[src/rtl/core/cobs_crc_pkg.sv]
`default_nettype none

package cobs_crc_pkg;

  // Frame size limits
  localparam int unsigned MAX_ENCODED_BYTES = 256;
  localparam int unsigned ENC_W             = $clog2(MAX_ENCODED_BYTES + 1);
  localparam int unsigned MIN_FRAME_BYTES   = 8;
  localparam int unsigned CRC_BYTES         = 4;

  // CRC-32, reflected form
  localparam logic [31:0] CRC_POLY = 32'hEDB88320;
  localparam logic [31:0] CRC_INIT = 32'hFFFFFFFF;

  // Result kinds
  localparam logic KIND_DATA   = 1'b0;
  localparam logic KIND_STATUS = 1'b1;

  // End-of-frame status codes
  localparam logic [2:0] ST_OK        = 3'd0;
  localparam logic [2:0] ST_SHORT     = 3'd1;
  localparam logic [2:0] ST_FRAMING   = 3'd2;
  localparam logic [2:0] ST_OTHER     = 3'd3;
  localparam logic [2:0] ST_CRC_ERR   = 3'd4;
  localparam logic [2:0] ST_OVERFLOW  = 3'd5;

  // One result word
  typedef struct packed {
    logic       result_kind;
    logic [7:0] data_byte;
    logic [2:0] frame_status;
    logic [7:0] message_length;
    logic       last_flag;
  } result_t;

  // Fold one byte into the running CRC, one bit per step.
  function automatic logic [31:0] crc_byte(input logic [31:0] crc_in, input logic [7:0] b);
    logic [31:0] c;
    c = crc_in ^ {24'd0, b};
    for (int i = 0; i < 8; i++) begin
      c = (c >> 1) ^ (c[0] ? CRC_POLY : 32'd0);
    end
    return c;
  endfunction

endpackage

`default_nettype wire

[src/rtl/core/cobs_crc_ifs.sv]
`default_nettype none

// Encoded byte channel.
interface cobs_crc_byte_if;
  logic       valid;
  logic       ready;
  logic [7:0] in_byte;
  modport source (output valid, output in_byte, input ready);
  modport sink (input valid, input in_byte, output ready);
endinterface

// Station address write channel.
interface cobs_crc_cfg_if;
  logic       valid;
  logic       ready;
  logic [7:0] station_addr;
  modport source (output valid, output station_addr, input ready);
  modport sink (input valid, input station_addr, output ready);
endinterface

// Result channel.
interface cobs_crc_result_if;
  logic       valid;
  logic       ready;
  logic       result_kind;
  logic [7:0] data_byte;
  logic [2:0] frame_status;
  logic [7:0] message_length;
  logic       last_flag;
  modport source (output valid, output result_kind, output data_byte, output frame_status,
                  output message_length, output last_flag, input ready);
  modport sink (input valid, input result_kind, input data_byte, input frame_status,
                input message_length, input last_flag, output ready);
endinterface

`default_nettype wire

[src/rtl/core/cobs_crc_in_stage.sv]
`default_nettype none

module cobs_crc_in_stage (
  input  wire logic       clk,
  input  wire logic       rst,
  input  wire logic       in_valid,
  input  wire logic [7:0] in_data,
  output logic            in_ready,
  input  wire logic       advance,
  output logic            stage_valid,
  output logic [7:0]      stage_byte
);

  // The register frees up when empty or when its word moves on this cycle.
  assign in_ready = !stage_valid || advance;

  // Valid flag
  always_ff @(posedge clk) begin
    if (rst) begin
      stage_valid <= 1'b0;
    end else if (in_ready) begin
      stage_valid <= in_valid;
    end
  end

  // Byte register
  always_ff @(posedge clk) begin
    if (in_valid && in_ready) begin
      stage_byte <= in_data;
    end
  end

endmodule

`default_nettype wire

[src/rtl/core/cobs_crc_decoder.sv]
`default_nettype none

module cobs_crc_decoder (
  input  wire logic                 clk,
  input  wire logic                 rst,
  input  wire logic                 advance,
  input  wire logic [7:0]           b,
  input  wire logic [7:0]           station_addr,
  output logic                      emit,
  output cobs_crc_pkg::result_t     result
);

  // Frame state
  logic [cobs_crc_pkg::ENC_W-1:0] encoded_count, encoded_count_next;
  logic [7:0]                     block_remaining, block_remaining_next;
  logic                           block_was_full, block_was_full_next;
  logic                           framing_bad, framing_bad_next;
  logic [7:0]                     decoded_count, decoded_count_next;
  logic [7:0]                     holdback [4];
  logic [7:0]                     holdback_next [4];
  logic [31:0]                    running_crc, running_crc_next;
  logic                           address_mismatch, address_mismatch_next;

  // Next state and result for the byte in the input register
  always_comb begin
    logic       push_en;
    logic [7:0] push_val;
    logic       clear;
    logic       mismatch;
    logic [2:0] st;
    logic [7:0] len;

    encoded_count_next    = encoded_count;
    block_remaining_next  = block_remaining;
    block_was_full_next   = block_was_full;
    framing_bad_next      = framing_bad;
    decoded_count_next    = decoded_count;
    holdback_next         = holdback;
    running_crc_next      = running_crc;
    address_mismatch_next = address_mismatch;
    emit                  = 1'b0;
    result                = '0;
    push_en               = 1'b0;
    push_val              = b;
    clear                 = 1'b0;
    mismatch              = address_mismatch;
    st                    = cobs_crc_pkg::ST_OK;
    len                   = 8'd0;

    if (b == 8'd0) begin
      // Delimiter: close the frame with a status word.
      if (encoded_count < cobs_crc_pkg::ENC_W'(cobs_crc_pkg::MIN_FRAME_BYTES)) begin
        st = cobs_crc_pkg::ST_SHORT;
      end else if (block_remaining != 8'd0 || framing_bad ||
                   decoded_count < 8'(cobs_crc_pkg::CRC_BYTES)) begin
        st = cobs_crc_pkg::ST_FRAMING;
      end else if (address_mismatch) begin
        st = cobs_crc_pkg::ST_OTHER;
      end else if (~running_crc != {holdback[3], holdback[2], holdback[1], holdback[0]}) begin
        st = cobs_crc_pkg::ST_CRC_ERR;
      end else begin
        st  = cobs_crc_pkg::ST_OK;
        len = decoded_count - 8'(cobs_crc_pkg::CRC_BYTES);
      end
      emit                  = 1'b1;
      result.result_kind    = cobs_crc_pkg::KIND_STATUS;
      result.frame_status   = st;
      result.message_length = len;
      result.last_flag      = 1'b1;
      clear                 = 1'b1;
    end else if (encoded_count >= cobs_crc_pkg::ENC_W'(cobs_crc_pkg::MAX_ENCODED_BYTES)) begin
      // Frame too long: drop the byte and start over.
      emit                = 1'b1;
      result.result_kind  = cobs_crc_pkg::KIND_STATUS;
      result.frame_status = cobs_crc_pkg::ST_OVERFLOW;
      result.last_flag    = 1'b1;
      clear               = 1'b1;
    end else begin
      encoded_count_next = encoded_count + 1'b1;
      if (block_remaining == 8'd0) begin
        // Code byte: a finished short block implies a zero.
        block_remaining_next = b - 8'd1;
        block_was_full_next  = (b == 8'hFF);
        push_en              = !block_was_full;
        push_val             = 8'd0;
      end else begin
        block_remaining_next = block_remaining - 8'd1;
        push_en              = 1'b1;
        push_val             = b;
      end
    end

    // Decoded byte into the holdback; the oldest one leaves toward the CRC.
    if (push_en) begin
      if (decoded_count == 8'hFF) begin
        framing_bad_next = 1'b1;
      end else begin
        if (decoded_count == 8'd0) begin
          mismatch = (push_val != station_addr);
        end
        address_mismatch_next = mismatch;
        holdback_next[0]      = holdback[1];
        holdback_next[1]      = holdback[2];
        holdback_next[2]      = holdback[3];
        holdback_next[3]      = push_val;
        decoded_count_next    = decoded_count + 8'd1;
        if (decoded_count >= 8'(cobs_crc_pkg::CRC_BYTES)) begin
          running_crc_next = cobs_crc_pkg::crc_byte(running_crc, holdback[0]);
          if (!mismatch) begin
            emit               = 1'b1;
            result.result_kind = cobs_crc_pkg::KIND_DATA;
            result.data_byte   = holdback[0];
          end
        end
      end
    end

    // Every status word returns the frame to its initial state.
    if (clear) begin
      encoded_count_next    = '0;
      block_remaining_next  = 8'd0;
      block_was_full_next   = 1'b1;
      framing_bad_next      = 1'b0;
      decoded_count_next    = 8'd0;
      holdback_next         = '{default: 8'd0};
      running_crc_next      = cobs_crc_pkg::CRC_INIT;
      address_mismatch_next = 1'b0;
    end
  end

  // State registers
  always_ff @(posedge clk) begin
    if (rst) begin
      encoded_count    <= '0;
      block_remaining  <= 8'd0;
      block_was_full   <= 1'b1;
      framing_bad      <= 1'b0;
      decoded_count    <= 8'd0;
      holdback         <= '{default: 8'd0};
      running_crc      <= cobs_crc_pkg::CRC_INIT;
      address_mismatch <= 1'b0;
    end else if (advance) begin
      encoded_count    <= encoded_count_next;
      block_remaining  <= block_remaining_next;
      block_was_full   <= block_was_full_next;
      framing_bad      <= framing_bad_next;
      decoded_count    <= decoded_count_next;
      holdback         <= holdback_next;
      running_crc      <= running_crc_next;
      address_mismatch <= address_mismatch_next;
    end
  end

endmodule

`default_nettype wire

[src/rtl/core/cobs_crc_out_stage.sv]
`default_nettype none

module cobs_crc_out_stage (
  input  wire logic                  clk,
  input  wire logic                  rst,
  input  wire logic                  load,
  input  wire cobs_crc_pkg::result_t load_word,
  output logic                       free,
  output logic                       out_valid,
  input  wire logic                  out_ready,
  output cobs_crc_pkg::result_t      out_word
);

  // The register can take a new word when empty or being drained now.
  assign free = !out_valid || out_ready;

  // Valid flag
  always_ff @(posedge clk) begin
    if (rst) begin
      out_valid <= 1'b0;
    end else if (free) begin
      out_valid <= load;
    end
  end

  // Result word
  always_ff @(posedge clk) begin
    if (free && load) begin
      out_word <= load_word;
    end
  end

endmodule

`default_nettype wire

[src/rtl/core/cobs_crc32_frame_receiver.sv]
`default_nettype none

// COBS frame receiver with CRC-32 check. One encoded byte per word comes in
// on in_ch, a zero byte closing the frame. Decoded message bytes go out on
// out_ch as data words once they have left a four-byte holdback (the trailing
// little-endian CRC-32, reflected 0xEDB88320, init and final xor all ones),
// and only if the frame's first decoded byte equals the station address. Every
// delimiter gives one status word with last_flag set: short, framing error,
// other address, CRC error, or ok with the message length; a frame longer
// than 256 encoded bytes gives an overflow status and restarts. Data already
// sent stays sent: the status tells whether it was good. Each byte passes an
// input register and the decode, CRC and status logic into a result register.
// The block takes one byte per clock cycle while out_ch is ready; a result
// word left waiting on out_ch holds the byte in the input register and so
// stalls in_ch. The station address is written on cfg, which is always ready,
// and should only change between frames.
module cobs_crc32_frame_receiver (
  input  wire logic         clk,
  input  wire logic         rst,
  cobs_crc_byte_if.sink     in_ch,
  cobs_crc_cfg_if.sink      cfg,
  cobs_crc_result_if.source out_ch
);

  logic                  stage_valid;
  logic [7:0]            stage_byte;
  logic                  advance;
  logic                  out_free;
  logic                  emit;
  cobs_crc_pkg::result_t core_word;
  cobs_crc_pkg::result_t out_word;
  logic [7:0]            station_addr;

  // Address register
  assign cfg.ready = 1'b1;
  always_ff @(posedge clk) begin
    if (rst) begin
      station_addr <= 8'd0;
    end else if (cfg.valid) begin
      station_addr <= cfg.station_addr;
    end
  end

  // The held byte is processed whenever the result register can take a word.
  assign advance = stage_valid && out_free;

  cobs_crc_in_stage u_in (
    .clk        (clk),
    .rst        (rst),
    .in_valid   (in_ch.valid),
    .in_data    (in_ch.in_byte),
    .in_ready   (in_ch.ready),
    .advance    (advance),
    .stage_valid(stage_valid),
    .stage_byte (stage_byte)
  );

  cobs_crc_decoder u_dec (
    .clk         (clk),
    .rst         (rst),
    .advance     (advance),
    .b           (stage_byte),
    .station_addr(station_addr),
    .emit        (emit),
    .result      (core_word)
  );

  cobs_crc_out_stage u_out (
    .clk      (clk),
    .rst      (rst),
    .load     (advance && emit),
    .load_word(core_word),
    .free     (out_free),
    .out_valid(out_ch.valid),
    .out_ready(out_ch.ready),
    .out_word (out_word)
  );

  // Result fields
  assign out_ch.result_kind    = out_word.result_kind;
  assign out_ch.data_byte      = out_word.data_byte;
  assign out_ch.frame_status   = out_word.frame_status;
  assign out_ch.message_length = out_word.message_length;
  assign out_ch.last_flag      = out_word.last_flag;

endmodule

`default_nettype wire

[src/flat_wrapper.sv]
// flat-port wrapper written by rule: the top's interface ports become plain ports
module cobs_crc32_frame_receiver_flat 
  (clk, rst, in_ch_valid, in_ch_in_byte, in_ch_ready, cfg_valid, cfg_station_addr, cfg_ready, out_ch_valid, out_ch_result_kind, out_ch_data_byte, out_ch_frame_status, out_ch_message_length, out_ch_last_flag, out_ch_ready);
  cobs_crc_byte_if in_ch_i ();
  cobs_crc_cfg_if cfg_i ();
  cobs_crc_result_if out_ch_i ();
  input  wire logic clk;
  input  wire logic rst;
  input wire logic [$bits(in_ch_i.valid)-1:0] in_ch_valid;
  input wire logic [$bits(in_ch_i.in_byte)-1:0] in_ch_in_byte;
  output wire logic [$bits(in_ch_i.ready)-1:0] in_ch_ready;
  input wire logic [$bits(cfg_i.valid)-1:0] cfg_valid;
  input wire logic [$bits(cfg_i.station_addr)-1:0] cfg_station_addr;
  output wire logic [$bits(cfg_i.ready)-1:0] cfg_ready;
  output wire logic [$bits(out_ch_i.valid)-1:0] out_ch_valid;
  output wire logic [$bits(out_ch_i.result_kind)-1:0] out_ch_result_kind;
  output wire logic [$bits(out_ch_i.data_byte)-1:0] out_ch_data_byte;
  output wire logic [$bits(out_ch_i.frame_status)-1:0] out_ch_frame_status;
  output wire logic [$bits(out_ch_i.message_length)-1:0] out_ch_message_length;
  output wire logic [$bits(out_ch_i.last_flag)-1:0] out_ch_last_flag;
  input wire logic [$bits(out_ch_i.ready)-1:0] out_ch_ready;
  assign in_ch_i.valid = in_ch_valid;
  assign in_ch_i.in_byte = in_ch_in_byte;
  assign in_ch_ready = in_ch_i.ready;
  assign cfg_i.valid = cfg_valid;
  assign cfg_i.station_addr = cfg_station_addr;
  assign cfg_ready = cfg_i.ready;
  assign out_ch_valid = out_ch_i.valid;
  assign out_ch_result_kind = out_ch_i.result_kind;
  assign out_ch_data_byte = out_ch_i.data_byte;
  assign out_ch_frame_status = out_ch_i.frame_status;
  assign out_ch_message_length = out_ch_i.message_length;
  assign out_ch_last_flag = out_ch_i.last_flag;
  assign out_ch_i.ready = out_ch_ready;
  cobs_crc32_frame_receiver u_core (.clk(clk), .rst(rst), .in_ch(in_ch_i), .cfg(cfg_i), .out_ch(out_ch_i));
endmodule
[config.mk]
export PLATFORM = sky130hd
export DESIGN_NAME = cobs_crc32_frame_receiver_flat
export DESIGN_NICKNAME = d
export VERILOG_FILES = /design/src/rtl/core/cobs_crc_pkg.sv /design/src/rtl/core/cobs_crc_ifs.sv /design/src/rtl/core/cobs_crc_in_stage.sv /design/src/rtl/core/cobs_crc_decoder.sv /design/src/rtl/core/cobs_crc_out_stage.sv /design/src/rtl/core/cobs_crc32_frame_receiver.sv /design/src/flat_wrapper.sv
export SDC_FILE = /design/constraint.sdc
export NUM_CORES = 1
export LEC_CHECK = 0
export BUFFER_PORTS_ARGS = -buffer_cell sky130_fd_sc_hd__buf_4
export CAP_MARGIN = 20
export CORE_MARGIN = 2
export CORE_UTILIZATION = 60
export DETAILED_ROUTE_END_ITERATION = 10
export PLACE_DENSITY = 0.79
export SLEW_MARGIN = 40
export SYNTH_ARGS = -nofsm -noshare
export SYNTH_HDL_FRONTEND = slang
export SYNTH_SLANG_ARGS = --single-unit
[constraint.sdc]
create_clock -name clk -period 4.7 [get_ports clk]
set_clock_uncertainty 0.05 [all_clocks]
set_input_delay 0.705 -clock clk [delete_from_list [all_inputs] [get_ports clk]]
set_output_delay 0.705 -clock clk [all_outputs]
set_load 0.005 [all_outputs]
==> metrics <==
status completed; post-CTS sizing 0; CTS buffer count 17; H-tree Lvls 4; fillers 799; io pins 45; Seq/Total Area, Yosys between 40 and 50%; CP cell instances or4_1, or3_1, nor3_4, o2111a_2, o21ai_1, a21oi_4; 1st-pass router iterations 5; Slew headroom 41.6%; cts hold-fix bufs 0; DIE AREA 11,800 um2; clk slew on worst S/H paths 0.06 ns; Req. time, crit path roughly 4.8 ns; cell count after synthesis between 600 and 700; post-synth top area share 31.0%; worst-path maximum fanout 21; vias in the first global route 5,045; cell count along the critical path 6; flops & latches, synth 131; commonest cells after routing, fill and taps aside 102 x dfxtp_1, 92 x nor2_1, 72 x xnor2_1, 49 x buf_4, 37 x a21oi_1; crit path kind flip-flop to flip-flop; CP endpoint kind flip-flop; drt via density 6.03; share of layout cells above drive strength 1 between 10 and 15%; CTS max path bufs 2; final net count about 760; first-pass GRT wire length roughly 26,000 um; Final Hold Slack 0.297 ns; gr busiest metal met2; post-CTS setup repair buffer count 0; Final Slew Violations 0; leading cell type in the layout, fill and taps excluded dfxtp_1; largest cells by area after synthesis dfxtp_1 31%, edfxtp_1 13%, xnor2_1 9.6%; GRT Util Overall 27.9%; flop2flop setup slack 1.36 ns; family with the most delay on the worst path simple AND/OR/NAND/NOR gates; reg-to-reg endpoint u_core.u_out.out_word[15]; Syn-to-layout area delta 14.8%; Skew-Pair Late Insertion Delay 0.53 ns; worst path bufs/invs 0; WL final 15,900 um; DP HPWL 10,300 um; Rows 38; fin crit period approximately 3.3 ns; Hold Vio Cnt, Final 0; Port-buffer cells 43; slowest stage delay, CP roughly 0.70 ns; GP Congestion approximately 0.94; Peak Freq 299 MHz; Vert. Die Dim between 100 and 150 um; Root Driver clkbuf_8; post-DR wirelength/cell approximately 18 um; hold crit path type primary input to flip-flop; period utilization 71.1%; Worst setup endpoint u_core.u_out.out_word[15]; M3 GR Usage 5.02%; Ys Warns 0; syn nets 730; reg2reg path depth 6; Crit path arrival time 3.45 ns; met2 Use GR about 45%; Avg Cell Area, Syn 9.44 um2; Setup TNS 0 ns; GR Layer Usage met1 37.5%; Slowest cell on crit path or4_1; Async SR Flop Fraction 0%; largest net degree at the start of global routing a little over 90; number of synthesized flops with an enable pin 29; power density cells 408 nW/um2; unrepaired setup endpoints after global routing no; maximum VDD drop 0.194 mV; slew of the pin with the lowest slew margin 0.869 ns; Lkg Pwr about 2.8 nW; CP startpoint u_core.u_dec.block_remaining[3]; Max Cap Viol 0; DRC 0; Horiz. Die Dim 109 um; CTS tree done; initial antenna violation count 0; DR vias approximately 5,300; largest area contributor in the netlist dfxtp_1; DR iter-0 viols approximately 400; Num Clock Sinks around 130; grt total ovfl 0; Cell Area, Synth about 6600 um2; number of nets still failing antenna checks after routing 0; Netlist cell types 61; # setup viols final 0; Top FF cell, synth dfxtp_1; Core Region 10,800 um2; Startpoint Class flip-flop; R2R Path Start u_core.u_dec.block_remaining[3]; Initial Util 61.0%; # diodes 0
## power breakdown
| group | internal [mW] | switching (mW) |
|---|---|---|
| clock network | 0.800 | 0.501 |
| logic | 0.195 | 0.352 |
| registers | 1.19 | 0.0488 |
| total | 2.18 | 0.901 |
## cells in the mapped netlist, drive strengths merged, types with 3 or more instances
cell,instances
a211o,12
a21o,3
a21oi,39
a221oi,3
a22oi,29
a31oi,5
and2,10
and3,3
and4,3
buf,17
clkbuf,26
dfxtp,102
edfxtp,29
ha,11
inv,20
mux2i,11
nand2,24
nand2b,17
nand3,15
nand4,12
nor2,92
nor2b,3
nor3,25
nor4,11
o21ai,12
o21bai,11
o22ai,13
or3,3
or4,3
xnor2,74
xor2,33
## layer usage
| metal | share of wire (%) | wire (um) |
|---|---|---|
| met5 | 0 | 0 |
| met4 | 2.1 | 333 |
| met3 | 6.5 | 1030 |
| met2 | 47 | 7530 |
| met1 | 44 | 7000 |
## stage by stage
step | cells | utilization [%] | worst slack, ns | power [mW] | cell area [um2]
floorplan | 698 | - | 1.14 | 1.68 | 6590
CTS | 877 | 70.0 | 1.37 | 3.08 | 7560
global route | 877 | 70.1 | 1.23 | 3.20 | 7560
finish | 877 | 70.1 | 1.36 | 3.08 | 7560
global placement | 845 | 64.5 | 1.28 | 1.77 | 6960
detailed placement | 845 | 64.6 | 1.39 | 1.79 | 6970
## kinds of logic (layout without fill, tap and decap cells)
group,count (synthesis),after routing,share of synthesized area (%)
simple gates,226,226,17.4
compound gates,144,144,14.9
flops,131,131,44.2
xor+xnor,109,109,15.3
buf+inv,63,102,4.03
mux,13,13,2.01
fa+ha+maj,11,11,2.09
other cells,1,1,0.0569
## sequential cells by signal (all words and copies together) (netlist names)
name                           count
u_core.u_dec.holdback             32
u_core.u_dec.running_crc          32
u_core.u_out.out_word             21
u_core.u_dec.encoded_count         9
u_core.station_addr                8
u_core.u_dec.block_remaining       8
u_core.u_dec.decoded_count         8
u_core.u_in.stage_byte             8
u_core.u_dec.address_mismatch      1
u_core.u_dec.block_was_full        1
u_core.u_dec.framing_bad           1
u_core.u_in.stage_valid            1
u_core.u_out.out_valid             1
## layout make-up
cell class,count,area [um2],share of cell area (%)
sequential,131,2910,38.5
tap,140,175,2.32
multi-input combinational,504,3440,45.4
clock inverter,11,126,1.67
inverter,20,75.1,0.993
clock buffer,21,459,6.07
timing repair buffer,50,379,5.01
## worst min path at each step
stage	start	end	slack, ns	cells after the start
after CTS	in_ch_in_byte[7]	u_core.u_in.stage_byte[7]	0.29	1
after detailed placement	u_core.u_dec.encoded_count[1]	u_core.u_dec.encoded_count[1]	0.41	2
final	in_ch_in_byte[2]	u_core.u_in.stage_byte[2]	0.30	1
after global placement	u_core.u_dec.encoded_count[1]	u_core.u_dec.encoded_count[1]	0.41	2
after floorplan	u_core.u_dec.framing_bad	u_core.u_dec.framing_bad	0.39	2
after global routing	in_ch_in_byte[3]	u_core.u_in.stage_byte[3]	0.29	1
## worst register-to-register path: cells and delay by family, from the launching register on
kind	cells	cell delay, ns
AND/OR/NAND/NOR	3	1.54
flip-flops	1	0.35
AO/OA/AOI/OAI	3	1.02
Note: power is estimated with default switching activity, not from simulation.
